<file path="src/sv/hfs_pkg.sv">
// Shared types and constants for the heap fit search block.
// Used by hfs_map_ram, hfs_ctrl and heap_fit_search_top; depends on nothing.

package hfs_pkg;

  // Default number of map units
  localparam int unsigned MAP_DEPTH_DEF = 1024;

  // Widths of positions and run lengths, chunk indexes and the register index port
  localparam int unsigned POS_W   = 11;
  localparam int unsigned CIDX_W  = 10;
  localparam int unsigned CFG_A_W = 1;

  // Configuration register indexes
  localparam logic [CFG_A_W-1:0] CFG_STRATEGY = 1'b0;
  localparam logic [CFG_A_W-1:0] CFG_AREA     = 1'b1;

  // Reset value of the use area size
  localparam logic [POS_W-1:0] AREA_RST = 11'd1024;

  // Operation codes; code 3 has no meaning and is dropped
  typedef enum logic [1:0] {
    OP_WRITE  = 2'd0,
    OP_SEARCH = 2'd1,
    OP_QUERY  = 2'd2
  } op_e;

  // Search strategies
  typedef enum logic [1:0] {
    FIT_FIRST = 2'd0,
    FIT_NEXT  = 2'd1,
    FIT_BEST  = 2'd2,
    FIT_WORST = 2'd3
  } fit_e;

  // Configuration seen by the controller
  typedef struct packed {
    fit_e             strategy;
    logic [POS_W-1:0] area;
  } cfg_t;

  // Map write control
  typedef struct packed {
    logic we;
    logic wbit;
  } map_ctl_t;

  // One result transaction
  typedef struct packed {
    logic              found;
    logic [CIDX_W-1:0] chunk_index;
    logic [POS_W-1:0]  chunk_size;
  } res_t;

endpackage

</file>
<file path="src/sv/heap_fit_search_top.sv">
// Heap fit search top level: configuration registers, output register,
// map memory and sequencer. Depends on hfs_pkg, hfs_map_ram and hfs_ctrl.
//
// Usage:
//  - Input channel (in_valid_i/in_ready_o) carries one operation per
//    transaction: write a map mark, search for a free run, or query the
//    size of the free run around an index. Writes and code 3 give no result.
//  - Output channel (out_valid_o/out_ready_i) returns found, chunk_index and
//    chunk_size for each search or query, in order.
//  - Registers are written through cfg_we_i/cfg_index_i/cfg_wdata_i; the user must
//    write them only while the block is idle, which the block does not enforce.
//  - A search scans the use area one unit a cycle through the single map
//    port; a next fit search that finds nothing from the resume index
//    restarts from index 0, and first and next fit stop early on a hit.
//    A query walks back to the run start and then forward, one unit a
//    cycle each way.
//  - One operation is worked on at a time. The result sits in an output
//    register, so a new operation is taken while it waits; if the receiver
//    stalls, the next result is held until the register frees.
//  - After reset a clearing pass marks every unit free; in_ready_o stays
//    low until it finishes.

module heap_fit_search_top import hfs_pkg::*; #(
  parameter int unsigned MAP_DEPTH = MAP_DEPTH_DEF
) (
  input  logic               clk_i,
  input  logic               rst_ni,
  // configuration
  input  logic               cfg_we_i,
  input  logic [CFG_A_W-1:0] cfg_index_i,
  input  logic [POS_W-1:0]   cfg_wdata_i,
  // input channel
  input  logic               in_valid_i,
  output logic               in_ready_o,
  input  logic [1:0]         opcode_i,
  input  logic [CIDX_W-1:0]  entry_index_i,
  input  logic               entry_in_use_i,
  input  logic [POS_W-1:0]   request_size_i,
  input  logic [CIDX_W-1:0]  resume_index_i,
  // output channel
  output logic               out_valid_o,
  input  logic               out_ready_i,
  output logic               found_o,
  output logic [CIDX_W-1:0]  chunk_index_o,
  output logic [POS_W-1:0]   chunk_size_o
);

  localparam int unsigned AW = $clog2(MAP_DEPTH);

  fit_e             strategy_q;
  logic [POS_W-1:0] active_q;
  cfg_t             cfg;
  map_ctl_t         map_ctl;
  logic [AW-1:0]    map_addr;
  logic             map_rdata;
  logic             res_valid;
  logic             res_ready;
  res_t             res;
  logic             out_valid_q;
  res_t             out_q;

  // Configuration registers
  always_ff @(posedge clk_i or negedge rst_ni) begin
    if (!rst_ni) begin
      strategy_q <= FIT_FIRST;
      active_q   <= AREA_RST;
    end else if (cfg_we_i) begin
      if (cfg_index_i == CFG_STRATEGY) begin
        strategy_q <= fit_e'(cfg_wdata_i[1:0]);
      end else begin
        active_q <= cfg_wdata_i;
      end
    end
  end

  // Use area is clipped to the map depth
  assign cfg.strategy = strategy_q;
  assign cfg.area     = (32'(active_q) > MAP_DEPTH) ? POS_W'(MAP_DEPTH) : active_q;

  hfs_map_ram #(
    .MAP_DEPTH (MAP_DEPTH)
  ) u_map (
    .clk_i   (clk_i),
    .ctl_i   (map_ctl),
    .addr_i  (map_addr),
    .rdata_o (map_rdata)
  );

  hfs_ctrl #(
    .MAP_DEPTH (MAP_DEPTH)
  ) u_ctrl (
    .clk_i          (clk_i),
    .rst_ni         (rst_ni),
    .cfg_i          (cfg),
    .in_valid_i     (in_valid_i),
    .in_ready_o     (in_ready_o),
    .opcode_i       (opcode_i),
    .entry_index_i  (entry_index_i),
    .entry_in_use_i (entry_in_use_i),
    .request_size_i (request_size_i),
    .resume_index_i (resume_index_i),
    .map_ctl_o      (map_ctl),
    .map_addr_o     (map_addr),
    .map_rdata_i    (map_rdata),
    .res_valid_o    (res_valid),
    .res_ready_i    (res_ready),
    .res_o          (res)
  );

  // Output register
  assign res_ready = !out_valid_q || out_ready_i;

  always_ff @(posedge clk_i or negedge rst_ni) begin
    if (!rst_ni) begin
      out_valid_q <= 1'b0;
    end else if (res_valid && res_ready) begin
      out_valid_q <= 1'b1;
    end else if (out_ready_i) begin
      out_valid_q <= 1'b0;
    end
  end

  always_ff @(posedge clk_i) begin
    if (res_valid && res_ready) begin
      out_q <= res;
    end
  end

  assign out_valid_o   = out_valid_q;
  assign found_o       = out_q.found;
  assign chunk_index_o = out_q.chunk_index;
  assign chunk_size_o  = out_q.chunk_size;

endmodule

</file>
<file path="src/sv/hfs_map_ram.sv">
// Use/free map storage: one bit per heap unit, one port, registered read.
// Depends on hfs_pkg for the write control struct.

module hfs_map_ram import hfs_pkg::*; #(
  parameter int unsigned MAP_DEPTH = MAP_DEPTH_DEF
) (
  input  logic                         clk_i,
  input  map_ctl_t                     ctl_i,
  input  logic [$clog2(MAP_DEPTH)-1:0] addr_i,
  output logic                         rdata_o
);

  logic mem [MAP_DEPTH];
  logic rdata_q;

  // Write, and registered read for the next cycle; a read at a written address returns the old bit
  always_ff @(posedge clk_i) begin
    if (ctl_i.we) begin
      mem[addr_i] <= ctl_i.wbit;
    end
    rdata_q <= mem[addr_i];
  end

  assign rdata_o = rdata_q;

endmodule

</file>
<file path="src/sv/hfs_ctrl.sv">
// Sequencer for the heap fit search: clearing pass, map writes, run scans
// and run size queries over the map memory. Depends on hfs_pkg.

module hfs_ctrl import hfs_pkg::*; #(
  parameter int unsigned MAP_DEPTH = MAP_DEPTH_DEF
) (
  input  logic                         clk_i,
  input  logic                         rst_ni,
  input  cfg_t                         cfg_i,
  // input transactions
  input  logic                         in_valid_i,
  output logic                         in_ready_o,
  input  logic [1:0]                   opcode_i,
  input  logic [CIDX_W-1:0]            entry_index_i,
  input  logic                         entry_in_use_i,
  input  logic [POS_W-1:0]             request_size_i,
  input  logic [CIDX_W-1:0]            resume_index_i,
  // map memory
  output map_ctl_t                     map_ctl_o,
  output logic [$clog2(MAP_DEPTH)-1:0] map_addr_o,
  input  logic                         map_rdata_i,
  // results
  output logic                         res_valid_o,
  input  logic                         res_ready_i,
  output res_t                         res_o
);

  localparam int unsigned AW = $clog2(MAP_DEPTH);
  localparam logic [AW-1:0] LAST_ADDR = AW'(MAP_DEPTH - 1);

  typedef enum logic [5:0] {
    ST_CLEAR = 6'b000001,
    ST_IDLE  = 6'b000010,
    ST_SCAN  = 6'b000100,
    ST_QBACK = 6'b001000,
    ST_QFWD  = 6'b010000,
    ST_DONE  = 6'b100000
  } state_e;

  state_e           state_q, state_d;
  logic [AW-1:0]    clr_q, clr_d;
  logic [POS_W-1:0] rd_p_q, rd_p_d;     // next position to read
  logic             pv_q, pv_d;         // read data valid for pp_q
  logic [POS_W-1:0] pp_q, pp_d;         // position of the data in hand
  logic [POS_W-1:0] run_q, run_d;
  logic             have_q, have_d;
  logic             second_q, second_d; // scan from index 0 in progress
  logic [POS_W-1:0] best_len_q, best_len_d;
  logic [POS_W-1:0] best_at_q, best_at_d;
  logic [POS_W-1:0] want_q, want_d;
  res_t             res_q, res_d;

  logic [POS_W-1:0] addr_pos;
  logic [31:0]      addr_wide;
  op_e              op;
  logic             idx_ok;
  logic             p_lt_end;
  logic             is_free;
  logic [POS_W-1:0] run_inc;
  logic [POS_W-1:0] run_at;
  logic             extreme;
  logic             take;
  logic             upd;

  assign op       = op_e'(opcode_i);
  assign idx_ok   = 32'(entry_index_i) < MAP_DEPTH;
  assign p_lt_end = pp_q < cfg_i.area;
  assign is_free  = p_lt_end && !map_rdata_i;
  assign run_inc  = run_q + 11'd1;
  assign run_at   = pp_q - run_q;
  assign extreme  = (cfg_i.strategy == FIT_BEST) || (cfg_i.strategy == FIT_WORST);

  // Best/worst fit: closing run replaces the held one (earliest wins ties)
  always_comb begin
    if (cfg_i.strategy == FIT_WORST) begin
      take = !have_q || (run_q > best_len_q);
    end else begin
      take = !have_q || (run_q < best_len_q);
    end
    upd = pv_q && !is_free && (run_q >= want_q) && take;
  end

  // Next state and datapath
  always_comb begin
    state_d    = state_q;
    clr_d      = clr_q;
    rd_p_d     = rd_p_q;
    pv_d       = pv_q;
    pp_d       = pp_q;
    run_d      = run_q;
    have_d     = have_q;
    second_d   = second_q;
    best_len_d = best_len_q;
    best_at_d  = best_at_q;
    want_d     = want_q;
    res_d      = res_q;
    addr_pos   = rd_p_q;
    map_ctl_o  = '0;
    in_ready_o = 1'b0;
    res_valid_o = 1'b0;

    unique case (state_q)
      ST_CLEAR: begin
        map_ctl_o.we = 1'b1;
        clr_d = clr_q + 1'b1;
        if (clr_q == LAST_ADDR) begin
          state_d = ST_IDLE;
        end
      end

      ST_IDLE: begin
        in_ready_o     = 1'b1;
        addr_pos       = POS_W'(entry_index_i);
        map_ctl_o.wbit = entry_in_use_i;
        map_ctl_o.we   = in_valid_i && (op == OP_WRITE) && idx_ok;
        pv_d  = 1'b0;
        run_d = '0;
        if (in_valid_i) begin
          unique case (op)
            OP_SEARCH: begin
              want_d = request_size_i;
              have_d = 1'b0;
              if (request_size_i == '0) begin
                res_d   = '0;
                state_d = ST_DONE;
              end else begin
                state_d = ST_SCAN;
                if ((cfg_i.strategy == FIT_NEXT) && (resume_index_i != '0)) begin
                  rd_p_d   = POS_W'(resume_index_i);
                  second_d = 1'b0;
                end else begin
                  rd_p_d   = '0;
                  second_d = 1'b1;
                end
              end
            end
            OP_QUERY: begin
              if (idx_ok) begin
                rd_p_d  = POS_W'(entry_index_i);
                state_d = ST_QBACK;
              end else begin
                res_d   = '0;
                state_d = ST_DONE;
              end
            end
            default: ;
          endcase
        end
      end

      // Forward scan, one unit a cycle; position area counts as used
      ST_SCAN: begin
        rd_p_d = rd_p_q + 11'd1;
        pv_d   = 1'b1;
        pp_d   = rd_p_q;
        if (pv_q) begin
          run_d = is_free ? run_inc : '0;
          if (extreme) begin
            if (upd) begin
              have_d     = 1'b1;
              best_len_d = run_q;
              best_at_d  = run_at;
            end
            if (!p_lt_end) begin
              res_d.found       = upd || have_q;
              res_d.chunk_index = upd ? run_at[CIDX_W-1:0]
                                      : (have_q ? best_at_q[CIDX_W-1:0] : '0);
              res_d.chunk_size  = '0;
              state_d = ST_DONE;
            end
          end else if (is_free && (run_inc == want_q)) begin
            res_d.found       = 1'b1;
            res_d.chunk_index = run_at[CIDX_W-1:0];
            res_d.chunk_size  = '0;
            state_d = ST_DONE;
          end else if (!p_lt_end) begin
            if (!second_q) begin
              // next fit found nothing from the resume point: start over
              rd_p_d   = '0;
              pv_d     = 1'b0;
              run_d    = '0;
              second_d = 1'b1;
            end else begin
              res_d   = '0;
              state_d = ST_DONE;
            end
          end
        end
      end

      // Walk back to the start of the free run around the queried unit
      ST_QBACK: begin
        rd_p_d = rd_p_q - 11'd1;
        pv_d   = 1'b1;
        pp_d   = rd_p_q;
        if (pv_q && (map_rdata_i || (pp_q == '0))) begin
          rd_p_d  = map_rdata_i ? (pp_q + 11'd1) : '0;
          pv_d    = 1'b0;
          run_d   = '0;
          state_d = ST_QFWD;
        end
      end

      // Count free units forward while inside the use area
      ST_QFWD: begin
        rd_p_d = rd_p_q + 11'd1;
        pv_d   = 1'b1;
        pp_d   = rd_p_q;
        if (pv_q) begin
          if (is_free) begin
            run_d = run_inc;
          end else begin
            res_d.found       = 1'b0;
            res_d.chunk_index = '0;
            res_d.chunk_size  = run_q;
            state_d = ST_DONE;
          end
        end
      end

      ST_DONE: begin
        res_valid_o = 1'b1;
        if (res_ready_i) begin
          state_d = ST_IDLE;
        end
      end

      default: state_d = ST_IDLE;
    endcase
  end

  // Memory address: clearing counter in the clearing pass, else entry index or read position
  assign addr_wide  = 32'(addr_pos);
  assign map_addr_o = (state_q == ST_CLEAR) ? clr_q : addr_wide[AW-1:0];

  // Control state
  always_ff @(posedge clk_i or negedge rst_ni) begin
    if (!rst_ni) begin
      state_q  <= ST_CLEAR;
      clr_q    <= '0;
      pv_q     <= 1'b0;
      have_q   <= 1'b0;
      second_q <= 1'b0;
    end else begin
      state_q  <= state_d;
      clr_q    <= clr_d;
      pv_q     <= pv_d;
      have_q   <= have_d;
      second_q <= second_d;
    end
  end

  // Payload and counters
  always_ff @(posedge clk_i) begin
    rd_p_q     <= rd_p_d;
    pp_q       <= pp_d;
    run_q      <= run_d;
    best_len_q <= best_len_d;
    best_at_q  <= best_at_d;
    want_q     <= want_d;
    res_q      <= res_d;
  end

  assign res_o = res_q;

endmodule

</file>
<file path="config.mk">
export PLATFORM = sky130hd
export DESIGN_NAME = heap_fit_search_top
export DESIGN_NICKNAME = d
export VERILOG_FILES = /design/src/sv/hfs_pkg.sv /design/src/sv/heap_fit_search_top.sv /design/src/sv/hfs_map_ram.sv /design/src/sv/hfs_ctrl.sv
export SDC_FILE = /design/constraint.sdc
export NUM_CORES = 2
export LEC_CHECK = 0
export BUFFER_PORTS_ARGS = -buffer_cell sky130_fd_sc_hd__buf_2
export CORE_UTILIZATION = 50
export CTS_CLUSTER_DIAMETER = 120
export DETAILED_ROUTE_END_ITERATION = 16
export GPL_ROUTABILITY_DRIVEN = 0
export PLACE_DENSITY = 0.68
export SYNTH_ARGS = -nofsm -noshare
export SYNTH_HDL_FRONTEND = slang
export SYNTH_HIERARCHICAL = 1
export SYNTH_SLANG_ARGS = --single-unit
</file>
<file path="constraint.sdc">
create_clock -name clk_i -period 15.7 [get_ports clk_i]
set_clock_uncertainty 0.15 [all_clocks]
set_input_delay 0.785 -clock clk_i [delete_from_list [all_inputs] [get_ports clk_i]]
set_output_delay 0.785 -clock clk_i [all_outputs]
set_load 0.01 [all_outputs]
</file>
==> impl_results.md <==
* Status: finished, final reports clean
* Reg2reg setup slack at 9.02 ns
* Starting Density at 50.6%
* GRT overflow at 0
* Die height at 326 um
* WL/cell at 26.2 um
* CTS sink count at 1,167
* Crit end category: flip-flop
* Worst-path clk slew at 0.06 ns
* Violation count after the first detailed-route iteration at 4,513
* Yosys warns at 6
* Filler cells at 8,595
* Netlist Area Pre-Place at 52,400 um^2
* Startpoint Class: flip-flop
* Fin crit share at 42.6%
* CTS tree: yes
* Area contributors post-synth: edfxtp_1 65%, mux2i_1 8.9%, nor2_1 8.2%
* Main synth FF type: edfxtp_1
* CTS Root Cell: clkbuf_16
* Die area at 106,000 um^2
* # nets final at 4,115
* Vias/cell at 6.14
* Post-CTS Resized at 0
* Vias in the first global route at 32.0k
* Most common cell in the netlist: nor2_1
* Drt drc at 0
* Final ANT Viol Nets at 0
* Hold_ws at 0.129 ns
* Post-synth top area share at 64.9%
* GRT Util Overall at 26.6%
* # H-tree levels at 3
* Unrepaired setup endpoints after global routing: false
* Syn_nets at 4,199
* I/O Buffers at 74
* Fmax at 150 MHz
* PnR Total Power at 0.0107 W
* First-pass GRT wire length at 209,000 um
* DR pass1 iterations at 6
* Worst path cell trace: nor4_1 -> nand3b_1 -> clkinv_1 -> mux2i_1 -> a21oi_4 -> buf_4 -> buf_12 -> mux2i_1 -> o22ai_1 -> nor4_1 -> o2111ai_1 -> o211ai_1 -> nand4_1 -> nand2_1 -> nand3_1
* Area Overhead vs Synth at 9.65%
* Largest net degree at the start of global routing at 303
* Slowest Stage Delay on Critical Path at 0.74 ns
* Rows at 118
* Post-synth ARST share at 2.83%
* Clock Latency Late Sink at 0.72 ns
* Max cap viols at 0
* CP Class: flip-flop to flip-flop
* # diodes at 0
* Final setup fails at 0
* Worst vdd ir at 0.175 mV
* Worst slew margin relative to its limit at 8.22%
* Yosys reg bits at 1,167
* Dpl ws at 9.21 ns
* Top Ports at 75
* Share of layout cells above drive strength 1 at 9.90%
* Slew Limit Fails at 0
* Count of different cell masters after synthesis at 84
* Largest area contributor in the netlist: edfxtp_1
* Sequential element share of the synthesized area at 66.5%
* Final min period at 6.68 ns
* Slew of the pin with the lowest slew margin at 1.38 ns
* Drt total wl at 144,000 um
* Cells after Synth at 4,100
* Pwr dens at 186 nW/um^2
* Worst Path Max Fanout at 129
* Cts bufs inserted at 117
* Die Width at 326 um
* Critical Path AT at 7.11 ns
* Syn Area/Cell at 12.8 um^2
* Worst EP required at 16.13 ns
* Min-Delay Path Class: input pin to flip-flop
* Commonest cells post-synth: 1,140 x nor2_1, 1,133 x edfxtp_1, 464 x mux2i_1
* Post-synth EDFFs at 1,133
* Initial antenna violation count at 0
* Post-route cell area at 57,500 um^2
* Worst path slowest cell: buf_4
* Core area at 104,000 um^2
* DR vias at 33.7k
* Final setup margin at 9.02 ns
* Number of hold violations in the final report at 0
* Pleak at 19.1 nW
* Fin Setup TNS at 0 ns
* Detailed placement HPWL at 77,900 um
* DP Area at 53,700 um^2
* CTS max path bufs at 3
## cell type report
| cell class | instances | area, um^2 | share of cell area [%] |
|---|---|---|---|
| well taps | 1380 | 1730 | 3.00 |
| flip-flops and latches | 1167 | 34900 | 60.7 |
| inverters | 62 | 233 | 0.405 |
| clock inverters | 67 | 647 | 1.13 |
| clock buffers | 148 | 3070 | 5.33 |
| multi-input cells | 2527 | 16000 | 27.8 |
| repair buffers | 141 | 926 | 1.61 |
## timing repair
action	4_1_cts	5_1_grt
hold buffers	1	0
setup buffers	0	0
endpoints found under the hold margin	16	0
## power by group
part / switching (W) / total [W] / leakage [nW] / internal [W]
sequential: 0.000137 / 0.00404 / 10.8 / 0.00390
clock: 0.00119 / 0.00275 / 1.81 / 0.00156
combinational: 0.00261 / 0.00390 / 6.44 / 0.00129
## metal layers
metal | vias to the layer above | share of wire, % | wire (um) | GRT usage [%]
met3 | 321 | 8.8 | 12600 | 4.23
met1 | 17100 | 40 | 57200 | 36.2
met2 | 1621 | 48 | 68800 | 43.5
met5 | - | 0 | 0 | 0
li1 | 14700 | - | - | -
met4 | 0 | 3.6 | 5120 | 9.27
## registers in the layout (all words and copies together), names as in the netlist, 2 cells and up
signal	flops
chunk_index_o	10
u_ctrl/run_q	11
u_ctrl/pp_q	11
u_ctrl/rd_p_q	11
u_ctrl/best_len_q	11
u_ctrl/state_q	6
u_ctrl/best_at_q	10
u_ctrl/res_o	22
active_q	11
u_ctrl/clr_q	10
u_map/mem	1024
chunk_size_o	11
strategy_q	2
u_ctrl/want_q	11
## layout by cell type, fill, tap and decap left out, types with 6 or more instances in the layout
cell and count:
nor2_1 1139, inv_1 58, ha_1 47, o211ai_1 12, clkinv_2 16, nand3b_1 14, clkinv_1 35, buf_4 62
mux2i_1 464, edfxtp_1 1133, a21o_1 6, xor2_1 22, nor4_1 53, a22o_1 10, o31ai_1 6, dfrtp_1 31
a211oi_1 12, and3_1 14, o2111ai_1 11, nand2_1 97, bufinv_16 11, clkbuf_1 30, or4_1 6, buf_2 74
nand2b_1 6, xnor2_1 29, nand4_1 13, mux4_2 32, o22ai_1 201, nor2b_1 15, o21ai_0 24, nand2_2 28
o221ai_1 9, nor3_1 26, mux2_1 10, clkbuf_16 118, and2_1 16, nand3_1 48, a21oi_1 46
## critical path, delay by kind of cell (launching register included)
family          cells  cell delay, ns
mux                 2            0.49
compound gates      4            1.53
simple gates        6            1.79
buf+inv             3            1.92
flops               1            0.44
## cells by family after synthesis
family / count (synthesis) / synth area share (%)
buffers and inverters: 406 / 3.45
muxes: 509 / 10.5
DFF: 1167 / 66.5
adders and majority gates: 48 / 1.16
AOI/OAI and AO/OA: 384 / 4.87
xor gates and xnor gates: 56 / 1.07
and+or+nand+nor: 1530 / 12.4
## through the flow
| stage | utilization, % | cells |
|---|---|---|
| 5_1_grt | 55.4 | 5492 |
| 2_1_floorplan | - | 4100 |
| 4_1_cts | 55.4 | 5492 |
| 6_report | 55.4 | 5492 |
| 3_3_place_gp | 51.9 | 5276 |
| 3_5_place_dp | 51.9 | 5276 |
## final timing paths
kind                                   startpoint               to  depth (start not counted)
worst min register to register    u_ctrl/res_o[2]  chunk_size_o[2]                          0
worst max-delay path            u_ctrl/state_q[3]    u_map/rdata_o                         15
worst min-delay path               cfg_wdata_i[8]      active_q[8]                          2
worst max register to register  u_ctrl/state_q[3]    u_map/rdata_o                         15
min in group asynchronous                  rst_ni  u_ctrl/clr_q[7]                          2
max in group asynchronous                  rst_ni      active_q[1]                          2
Power figures use the tool's default switching activity.
